### src/sv/cts_pkg.sv
// Package for the cycle timestamp splitter: state type and fixed constants.
`default_nettype none

package cts_pkg;

  localparam int unsigned CountW   = 6;
  localparam int unsigned ClockW   = 10;
  localparam int unsigned HzW      = 30;
  localparam int unsigned TpmW     = 20;
  localparam int unsigned SecondsW = 45;

  localparam logic [ClockW-1:0]  ClockReset     = 10'd168;
  localparam logic [HzW-1:0]     MicrosPerSec   = 30'd1000000;
  localparam logic [TpmW-1:0]    MicrosPerMilli = 20'd1000;
  localparam logic [CountW-1:0]  SecLast        = 6'd63;
  localparam logic [CountW-1:0]  FracLast       = 6'd9;
  localparam logic               RegClockMhz    = 1'b0;

  typedef enum logic [2:0] {
    StIdle,
    StDivSec,
    StDivMs,
    StDivUs,
    StDone
  } cts_state_e;

endpackage

`default_nettype wire

### src/sv/cycle_timestamp_splitter_unit.sv
// Top level: extends cycle counter samples and splits them into s / ms / us.
//
//   channel | direction | handshake               | payload
//   --------+-----------+-------------------------+-----------------------------------
//   in      | input     | in_valid_i / in_stall_o  | counter_sample_i
//   out     | output    | out_valid_o / out_stall_i| extended_cycles_o, whole_seconds_o,
//           |           |                         | milli_part_o, micro_part_o,
//           |           |                         | total_micros_o
//   cfg     | input     | APB (psel/penable/...)  | clock_mhz at byte address 0
//
// Each request runs a bit-serial divide of the extended count by the clock in Hz
// (a divide by the clock in MHz runs beside it and yields total microseconds),
// then bit-serial divides for milliseconds and microseconds. The input stalls
// until a request's result has moved into the output register; a finished
// result waits in the output register, so the next request can enter while it
// is held. Reset clears wrap state and loads clock_mhz with 168.
`default_nettype none

module cycle_timestamp_splitter_unit (
  input  wire logic                          clk_i,
  input  wire logic                          rst_ni,
  input  wire logic                          in_valid_i,
  output logic                               in_stall_o,
  input  wire logic [31:0]                   counter_sample_i,
  output logic                               out_valid_o,
  input  wire logic                          out_stall_i,
  output logic [63:0]                        extended_cycles_o,
  output logic [cts_pkg::SecondsW-1:0]       whole_seconds_o,
  output logic [cts_pkg::ClockW-1:0]         milli_part_o,
  output logic [cts_pkg::ClockW-1:0]         micro_part_o,
  output logic [63:0]                        total_micros_o,
  input  wire logic                          psel,
  input  wire logic                          penable,
  input  wire logic                          pwrite,
  input  wire logic [2:0]                    paddr,
  input  wire logic [31:0]                   pwdata,
  output logic [31:0]                        prdata,
  output logic                               pready
);
  import cts_pkg::*;

  cts_state_e        state_q, state_d;
  logic [CountW-1:0] cnt_q;
  logic [ClockW-1:0] clock_mhz_q;
  logic [31:0]       prev_q, wrap_q;
  logic [31:0]       wrap_d;
  logic [63:0]       ext_q, acc_q, tot_q, ext_d;
  logic [HzW-1:0]    hz_q, rem_a_q, div_q;
  logic [TpmW-1:0]   tpm_q;
  logic [ClockW-1:0] mhz_q, rem_b_q, ms_q, us_q, mhz_eff;
  logic              out_valid_q;
  logic [63:0]       ext_out_q, tot_out_q;
  logic [SecondsW-1:0] sec_out_q;
  logic [ClockW-1:0] ms_out_q, us_out_q;

  logic              in_take, out_load, cfg_wr;
  logic [HzW:0]      rem_sh_a;
  logic              ge_a;
  logic [HzW-1:0]    rem_a_next;
  logic [ClockW:0]   rem_sh_b;
  logic              ge_b;
  logic [ClockW-1:0] rem_b_next;
  logic              ge_c;

  // Configuration port
  assign pready = 1'b1;
  assign cfg_wr = psel && penable && pwrite && (paddr[2] == RegClockMhz);
  assign prdata = (paddr[2] == RegClockMhz) ? {22'd0, clock_mhz_q} : 32'd0;

  always_ff @(posedge clk_i or negedge rst_ni) begin
    if (!rst_ni) begin
      clock_mhz_q <= ClockReset;
    end else if (cfg_wr) begin
      clock_mhz_q <= pwdata[ClockW-1:0];
    end
  end

  assign mhz_eff = (clock_mhz_q == '0) ? ClockW'(1) : clock_mhz_q;

  // Wrap tracking
  assign in_take = in_valid_i && !in_stall_o;
  assign wrap_d  = (counter_sample_i < prev_q) ? wrap_q + 32'd1 : wrap_q;
  assign ext_d   = {wrap_d, counter_sample_i};

  // Seconds divide: one quotient bit per cycle
  assign rem_sh_a   = {rem_a_q, acc_q[63]};
  assign ge_a       = rem_sh_a >= {1'b0, hz_q};
  assign rem_a_next = ge_a ? HzW'(rem_sh_a - {1'b0, hz_q}) : rem_sh_a[HzW-1:0];

  // Microsecond total divide, fed by the same dividend bit
  assign rem_sh_b   = {rem_b_q, acc_q[63]};
  assign ge_b       = rem_sh_b >= {1'b0, mhz_q};
  assign rem_b_next = ge_b ? ClockW'(rem_sh_b - {1'b0, mhz_q}) : rem_sh_b[ClockW-1:0];

  // Fraction divides walk a pre-shifted divisor down one bit per cycle
  assign ge_c = rem_a_q >= div_q;

  always_ff @(posedge clk_i or negedge rst_ni) begin
    if (!rst_ni) begin
      state_q <= StIdle;
    end else begin
      state_q <= state_d;
    end
  end

  always_comb begin
    state_d    = state_q;
    in_stall_o = 1'b1;
    out_load   = 1'b0;
    unique case (state_q)
      StIdle: begin
        in_stall_o = 1'b0;
        if (in_valid_i) begin
          state_d = StDivSec;
        end
      end
      StDivSec: begin
        if (cnt_q == SecLast) begin
          state_d = StDivMs;
        end
      end
      StDivMs: begin
        if (cnt_q == FracLast) begin
          state_d = StDivUs;
        end
      end
      StDivUs: begin
        if (cnt_q == FracLast) begin
          state_d = StDone;
        end
      end
      StDone: begin
        // hold until the output register is free
        if (!out_valid_q || !out_stall_i) begin
          out_load = 1'b1;
          state_d  = StIdle;
        end
      end
      default: begin
        state_d = StIdle;
      end
    endcase
  end

  always_ff @(posedge clk_i or negedge rst_ni) begin
    if (!rst_ni) begin
      prev_q <= '0;
      wrap_q <= '0;
      cnt_q  <= '0;
    end else begin
      if (in_take) begin
        prev_q <= counter_sample_i;
        wrap_q <= wrap_d;
        cnt_q  <= '0;
      end else if ((state_q == StDivSec && cnt_q == SecLast) ||
                   (state_q == StDivMs && cnt_q == FracLast) ||
                   (state_q == StDivUs && cnt_q == FracLast)) begin
        cnt_q <= '0;
      end else if (state_q == StDivSec || state_q == StDivMs || state_q == StDivUs) begin
        cnt_q <= cnt_q + CountW'(1);
      end
    end
  end

  always_ff @(posedge clk_i) begin
    if (in_take) begin
      ext_q   <= ext_d;
      acc_q   <= ext_d;
      tot_q   <= '0;
      rem_a_q <= '0;
      rem_b_q <= '0;
      mhz_q   <= mhz_eff;
      hz_q    <= HzW'(HzW'(mhz_eff) * MicrosPerSec);
      tpm_q   <= TpmW'(TpmW'(mhz_eff) * MicrosPerMilli);
    end else begin
      case (state_q)
        StDivSec: begin
          acc_q   <= {acc_q[62:0], ge_a};
          tot_q   <= {tot_q[62:0], ge_b};
          rem_a_q <= rem_a_next;
          rem_b_q <= rem_b_next;
          if (cnt_q == SecLast) begin
            div_q <= HzW'({tpm_q, 9'd0});
          end
        end
        StDivMs: begin
          if (ge_c) begin
            rem_a_q <= rem_a_q - div_q;
          end
          ms_q <= {ms_q[ClockW-2:0], ge_c};
          if (cnt_q == FracLast) begin
            div_q <= HzW'({mhz_q, 9'd0});
          end else begin
            div_q <= div_q >> 1;
          end
        end
        StDivUs: begin
          if (ge_c) begin
            rem_a_q <= rem_a_q - div_q;
          end
          us_q  <= {us_q[ClockW-2:0], ge_c};
          div_q <= div_q >> 1;
        end
        default: begin
        end
      endcase
    end
  end

  // Output register
  always_ff @(posedge clk_i or negedge rst_ni) begin
    if (!rst_ni) begin
      out_valid_q <= 1'b0;
    end else if (out_load) begin
      out_valid_q <= 1'b1;
    end else if (out_valid_q && !out_stall_i) begin
      out_valid_q <= 1'b0;
    end
  end

  always_ff @(posedge clk_i) begin
    if (out_load) begin
      ext_out_q <= ext_q;
      sec_out_q <= acc_q[SecondsW-1:0];
      ms_out_q  <= ms_q;
      us_out_q  <= us_q;
      tot_out_q <= tot_q;
    end
  end

  assign out_valid_o       = out_valid_q;
  assign extended_cycles_o = ext_out_q;
  assign whole_seconds_o   = sec_out_q;
  assign milli_part_o      = ms_out_q;
  assign micro_part_o      = us_out_q;
  assign total_micros_o    = tot_out_q;

endmodule

`default_nettype wire

### config.mk
export PLATFORM = sky130hd
export DESIGN_NAME = cycle_timestamp_splitter_unit
export DESIGN_NICKNAME = d
export VERILOG_FILES = /design/src/sv/cts_pkg.sv /design/src/sv/cycle_timestamp_splitter_unit.sv
export SDC_FILE = /design/constraint.sdc
export NUM_CORES = 1
export LEC_CHECK = 0
export ABC_AREA = 1
export BUFFER_PORTS_ARGS = -buffer_cell sky130_fd_sc_hd__buf_2
export CAP_MARGIN = 20
export CORE_MARGIN = 2
export CORE_UTILIZATION = 50
export CTS_BUF_LIST = sky130_fd_sc_hd__clkbuf_16
export CTS_CLUSTER_DIAMETER = 60
export DETAILED_ROUTE_END_ITERATION = 10
export GPL_TIMING_DRIVEN = 1
export PLACE_DENSITY = 0.69
export SYNTH_ARGS = -nofsm -noshare
export SYNTH_HDL_FRONTEND = slang
export SYNTH_SLANG_ARGS = --single-unit
### constraint.sdc
create_clock -name clk_i -period 15.9 [get_ports clk_i]
set_clock_uncertainty 0.15 [all_clocks]
set_input_delay 1.59 -clock clk_i [delete_from_list [all_inputs] [get_ports clk_i]]
set_output_delay 1.59 -clock clk_i [all_outputs]
set_load 0.01 [all_outputs]
=== Word level (Yosys, flattened, before mapping) ===
Cells that the tools add are included.

* Multiply operators: 2
* Bitwise gates (word level): 2
* Equal/unequal tests: 12
* Order comparisons: 4
* Mux-type cells: 26
* Add/sub/neg operators: 5
* Reductions and logical operators: 28

{| class="wikitable"
|+ Operator list
! kind !! number
|-
| two-way mux 64 bit || 2
|-
| two-way mux 30 bit || 3
|-
| one-hot mux 30 bit (3 select lines) || 1
|-
| one-hot mux 30 bit (2 select lines) || 1
|-
| subtractor 30 bit || 2
|-
| adder 32 x 1 -> 32 bit, second input constant || 1
|-
| less-than comparator 32 bit || 1
|-
| two-way mux 32 bit || 1
|-
| greater-or-equal comparator 31 x 30 -> 1 bit || 1
|-
| greater-or-equal comparator 30 bit || 1
|-
| two-way mux 10 bit || 3
|-
| two-way mux 29 bit || 1
|-
| multiplier 10 x 14 -> 24 bit, second input constant || 1
|-
| two-way mux 6 bit || 3
|-
| multiplier 10 x 7 -> 17 bit, second input constant || 1
|-
| two-way mux 3 bit || 5
|-
| one-hot mux 3 bit (5 select lines) || 1
|-
| greater-or-equal comparator 11 x 10 -> 1 bit || 1
|-
| logical NOT 10 bit || 1
|-
| inequality test 2 bit, second input constant || 5
|-
| subtractor 10 bit || 1
|-
| logical AND 1 bit || 8
|-
| adder 6 x 1 -> 6 bit, second input constant || 1
|-
| == test 3 x 2 -> 1 bit, second input constant || 2
|-
| 16 further kinds || 31
|}

* Bits in registers: 610
* Logic and storage cells: 101
* Output and inout bits: 228

=== Depth between registers and ports, before layout ===
* Depth after elaboration: 6
* Depth in mapped cells: 25
* Mapped depth without buffers: 25

=== Least setup slack after synthesis ===
OpenSTA, ideal clock, no wires.

* Path type: input to register
* From: input port out_stall_i
* To: register ext_out_q[0], in the netlist extended_cycles_o[0] (enable)
* Setup slack: 5333 ps
* Path buffers: 0
* Required time: 14999 ps
* Stages on the path: 3
* Data arrival time: 9666 ps
* Setup time: 751 ps
* Path through: nand2_1 -> inv_1 -> nor2_1

* Word-level cells in the longest chain between the ends: 4

{| class="wikitable"
|+ Ends and longest elaborated chain
! item !! RTL line !! source
|-
| from (decl) || cycle_timestamp_splitter_unit.sv:26 || <nowiki>input wire logic out_stall_i,</nowiki>
|-
| logical NOT 1 bit || cycle_timestamp_splitter_unit.sv:134 || <nowiki>if (!out_valid_q || !out_stall_i) begin</nowiki>
|-
| logical OR 1 bit || cycle_timestamp_splitter_unit.sv:134 ||
|-
| two-way mux 1 bit || cycle_timestamp_splitter_unit.sv:134 ||
|-
| two-way mux 1 bit || cycle_timestamp_splitter_unit.sv:110 || <nowiki>unique case (state_q)</nowiki>
|-
| via out_load || cycle_timestamp_splitter_unit.sv:56 || <nowiki>logic in_take, out_load, cfg_wr;</nowiki>
|-
| to (signal assigned) || cycle_timestamp_splitter_unit.sv:223 || <nowiki>ext_out_q <= ext_q;</nowiki>
|-
| to (decl) || cycle_timestamp_splitter_unit.sv:52 || <nowiki>logic [63:0] ext_out_q, tot_out_q;</nowiki>
|}

The timed path passes the listed nets, and every way through them passes these cells.
A chain may end at the register's enable or synchronous reset.

=== Worst setup path in the final report ===
* From: register clock_mhz_q[5]
* To: register tpm_q[17] (data pin)

* Word-level cells in the longest chain between the ends: 3

{| class="wikitable"
|+ Ends and longest elaborated chain
! item !! RTL line !! source
|-
| from (decl) || cycle_timestamp_splitter_unit.sv:44 || <nowiki>logic [ClockW-1:0] clock_mhz_q;</nowiki>
|-
| from (signal assigned) || cycle_timestamp_splitter_unit.sv:72 || <nowiki>clock_mhz_q <= ClockReset;</nowiki>
|-
| from (signal assigned) || cycle_timestamp_splitter_unit.sv:74 || <nowiki>clock_mhz_q <= pwdata[ClockW-1:0];</nowiki>
|-
| logical NOT 10 bit || cycle_timestamp_splitter_unit.sv:78 || <nowiki>assign mhz_eff = (clock_mhz_q == '0) ? ClockW'(1) : clock_mhz_q;</nowiki>
|-
| two-way mux 10 bit || cycle_timestamp_splitter_unit.sv:78 ||
|-
| via mhz_eff[4] || cycle_timestamp_splitter_unit.sv:50 || <nowiki>logic [ClockW-1:0] mhz_q, rem_b_q, ms_q, us_q, mhz_eff;</nowiki>
|-
| multiplier 10 x 7 -> 17 bit || cycle_timestamp_splitter_unit.sv:174 || <nowiki>tpm_q <= TpmW'(TpmW'(mhz_eff) * MicrosPerMilli);</nowiki>
|-
| to (signal assigned) || cycle_timestamp_splitter_unit.sv:174 ||
|-
| to (decl) || cycle_timestamp_splitter_unit.sv:49 || <nowiki>logic [TpmW-1:0] tpm_q;</nowiki>
|}

The timed path passes the listed nets, and every way through them passes these cells.

==> metrics.txt <==
worst-skew pair later-pin latency between 0.6 and 0.7 ns; Die ar. approximately 65,000 µm²; GRT Resource Usage Total 0.218; final worst-path cycle share 0.390; via count 22,928; CP startpoint clock_mhz_q[5]; routability congestion estimate 0.935; final setup fails 0; Placed Cells 4,389; num rows 92; DR iter-0 viols around 1,800; post-synthesis area per instance 9.44 µm²; top cell type's share of synthesized area 0.395; Total Routed Length 71,700 µm; Pre-antenna DRT Iters 5; total gr overflow 0; critical-path maximum fanout 9; layout cell share with drive strength beyond 1 0.121; Yosys Warn Count 0; Mapped Area 31,600 µm²; Starting Density 0.504; synthesized netlist cell count 3,354; vias in the first global route 21,678; cts hold-fix bufs 0; post-CTS resize count 0; CP required about 16 ns; fmax 0.161 GHz; # nets final 3,949; core area 62,900 µm²; fraction of met1 tracks used by global routing 0.302; Routed Antenna Nets 0; ys async rst share 0.139; outcome completed; initial antenna violation count 0; CP Capture Point tpm_q[17]; CP cell instances inv_1 -> ha_1 -> nand2_1 -> nor2_1 -> nand2_1 -> clkinv_1 -> nor2_1 -> inv_1 -> fa_1 -> fa_1 -> inv_1 -> fa_1 -> inv_1 -> fa_1 -> inv_1 -> ha_1 -> a21oi_1 -> o21ai_0 -> a21boi_0 -> o21ai_0 -> xor2_1; most used routing layer met2; EDFF count, synth 416; Fillers ~5,600; Inserted Clock Buffers 68; Yosys reg bits around 600; largest net degree at the start of global routing 84; Slowest Stage Delay on Critical Path approximately 0.79 ns; final hold violation count 0; CP Capture Type flop; max-cap viol count 0; max-slew violations 0; clk slew on worst S/H paths 0.06 ns; M3 GR Usage 0.0356; ranking of synthesized cells by area edfxtp_1, nand2_1, ha_1; Via density about 5.1; Hold Path Class reg -> reg; startpoint types flop; terminus of the critical flop-to-flop path tpm_q[17]; CTS tree yes; Post-CTS Setup Inserts 0; DP HPWL 52,600 µm; Max clock buf depth 3; global-route wire length before repair about 110,000 µm; Final min period 6.20 ns; Setup TNS Final 0 ns; CP Class reg -> reg; wire length per cell 15.9 µm; dominant cell type by area after synthesis edfxtp_1; crit path DAT ~6.4 ns; Yosys cell types 55; hold path depth 0; final core utilization 0.570; synthesis-to-finish area growth 13.2%; fin cells 4,515; port bufs 254; TritonCTS Sinks around 600; CP max-delay cell nor2_1; Top FF cell, synth edfxtp_1; post-synthesis sequential area ratio 0.527; Worst slew margin 0.336; most numerous cell on the critical path inv_1; worst flop-to-flop path startpoint clock_mhz_q[5]; R2R Setup Slk 9.70 ns; antenna cell count 0; DIE HEIGHT 256 µm; FF-to-FF path depth 21; io pins between 300 and 400; H-tree levels 3; Die W 256 µm; Residual DRC 0; RSZ-0062 raised after global routing no; worst slew pin tran 0.992 ns; GR Util met2 0.360; clk root buf clkbuf_16
cell usage after synthesis, types with 3 or more instances:
cell type	n
o21ai_0	90
a21oi_1	114
nor3_1	22
o21a_1	5
nor3_2	3
nor3b_1	4
and3_1	3
dfrtp_1	81
a21oi_2	9
inv_1	518
nand4_1	45
o22ai_1	70
nand2_2	8
a221oi_1	7
o21bai_1	8
and2_1	9
inv_2	8
nand3_2	9
dfstp_2	3
edfxtp_1	416
xnor2_1	32
a21o_1	6
nor2_2	10
xor2_1	52
ha_1	207
nor4_1	6
clkbuf_1	43
or2_2	8
buf_1	3
fa_1	55
o21ai_1	10
nor2_1	211
buf_2	25
dfxtp_1	104
nand3b_1	15
nand3_1	182
o211ai_1	7
buf_4	27
nand2_1	896
sequential cells by signal, indices dropped and copies added (netlist names):
register / flops
cnt_q: 6
ms_q: 10
hz_q: 21
milli_part_o: 10
wrap_q: 32
div_q: 29
us_q: 10
prev_q: 32
micro_part_o: 10
clock_mhz_q: 10
ext_q: 64
tpm_q: 15
extended_cycles_o: 64
rem_a_q: 30
whole_seconds_o: 45
total_micros_o: 64
acc_q: 64
mhz_q: 10
state_q: 3
tot_q: 64
out_valid_o: 1
rem_b_q: 10
layout by cell type (no fill, tap or decap), types with 5 or more instances in the layout:
| cell | count |
|---|---|
| buf_4 | 18 |
| clkbuf_16 | 70 |
| dfrtp_1 | 81 |
| a21oi_2 | 9 |
| o21ai_0 | 90 |
| dfxtp_1 | 104 |
| buf_2 | 253 |
| and2_1 | 9 |
| clkinv_1 | 8 |
| o22ai_1 | 70 |
| o21ai_1 | 10 |
| fa_1 | 55 |
| a221oi_1 | 7 |
| a21o_1 | 6 |
| edfxtp_1 | 416 |
| nand3_2 | 9 |
| nand2_1 | 896 |
| a21oi_1 | 114 |
| xnor2_1 | 32 |
| inv_1 | 530 |
| nand2_2 | 8 |
| nor2_1 | 208 |
| ha_1 | 207 |
| o21bai_1 | 8 |
| xor2_1 | 52 |
| o211ai_1 | 7 |
| or2_2 | 8 |
| inv_2 | 7 |
| nor3_1 | 22 |
| o21a_1 | 5 |
| nor4_1 | 6 |
| conb_1 | 23 |
| nand4_1 | 45 |
| nor2_2 | 11 |
| nand3b_1 | 15 |
| nand3_1 | 182 |
| clkinv_2 | 16 |
per-stage QoR:
stage	setup WS [ns]	instance area (µm²)	hold WS (ns)
floorplan	5.33	31700	0.250
global placement	9.78	33600	0.250
detailed placement	9.74	33600	0.255
CTS	9.73	35800	0.258
global route	9.32	35800	0.272
finish	9.70	35800	0.257
metal layers:
| layer | up-vias | share of wire |
|---|---|---|
| met5 | - | 0 |
| li1 | 11505 | - |
| met3 | 96 | 0.049 |
| met1 | 10739 | 0.46 |
| met2 | 588 | 0.47 |
| met4 | 0 | 0.019 |
cell families after synthesis:
family          after synthesis  synth area share
flops                       604             0.527
simple gates               1436             0.191
buf+inv                     630            0.0808
xor+xnor                     84            0.0232
other cells                   2          0.000237
compound gates              336            0.0609
fa+ha+maj                   262             0.117
critical path, delay by kind of cell (launching register included):
family,cells,cell delay [ns]
AOI/OAI and AO/OA,4,0.83
xor gates and xnor gates,1,0.17
adders and majority gates,6,2.57
buffers and inverters,6,0.68
DFF,1,0.55
and+or+nand+nor,4,0.97
worst min-delay path by stage:
stage,start,to,slack (ns)
2_1_floorplan,ext_q[0],extended_cycles_o[0],0.25
3_3_place_gp,ext_q[18],extended_cycles_o[18],0.25
3_5_place_dp,ext_q[0],extended_cycles_o[0],0.25
4_1_cts,ext_q[19],extended_cycles_o[19],0.26
5_1_grt,us_q[9],micro_part_o[9],0.27
6_report,ext_q[1],extended_cycles_o[1],0.26
layout make-up:
cell class / count / area (µm²) / area share
clock inverters: 56 / 458 / 0.0128
inverters: 527 / 1980 / 0.0553
clock buffers: 70 / 1750 / 0.0489
flip-flops and latches: 604 / 16700 / 0.465
repair buffers: 271 / 1400 / 0.0391
multi-input cells: 2141 / 12500 / 0.349
well taps: 846 / 1060 / 0.0295
Power is not shown: default switching activity piles up to over one toggle a cycle in this logic, so the estimate is an artifact.
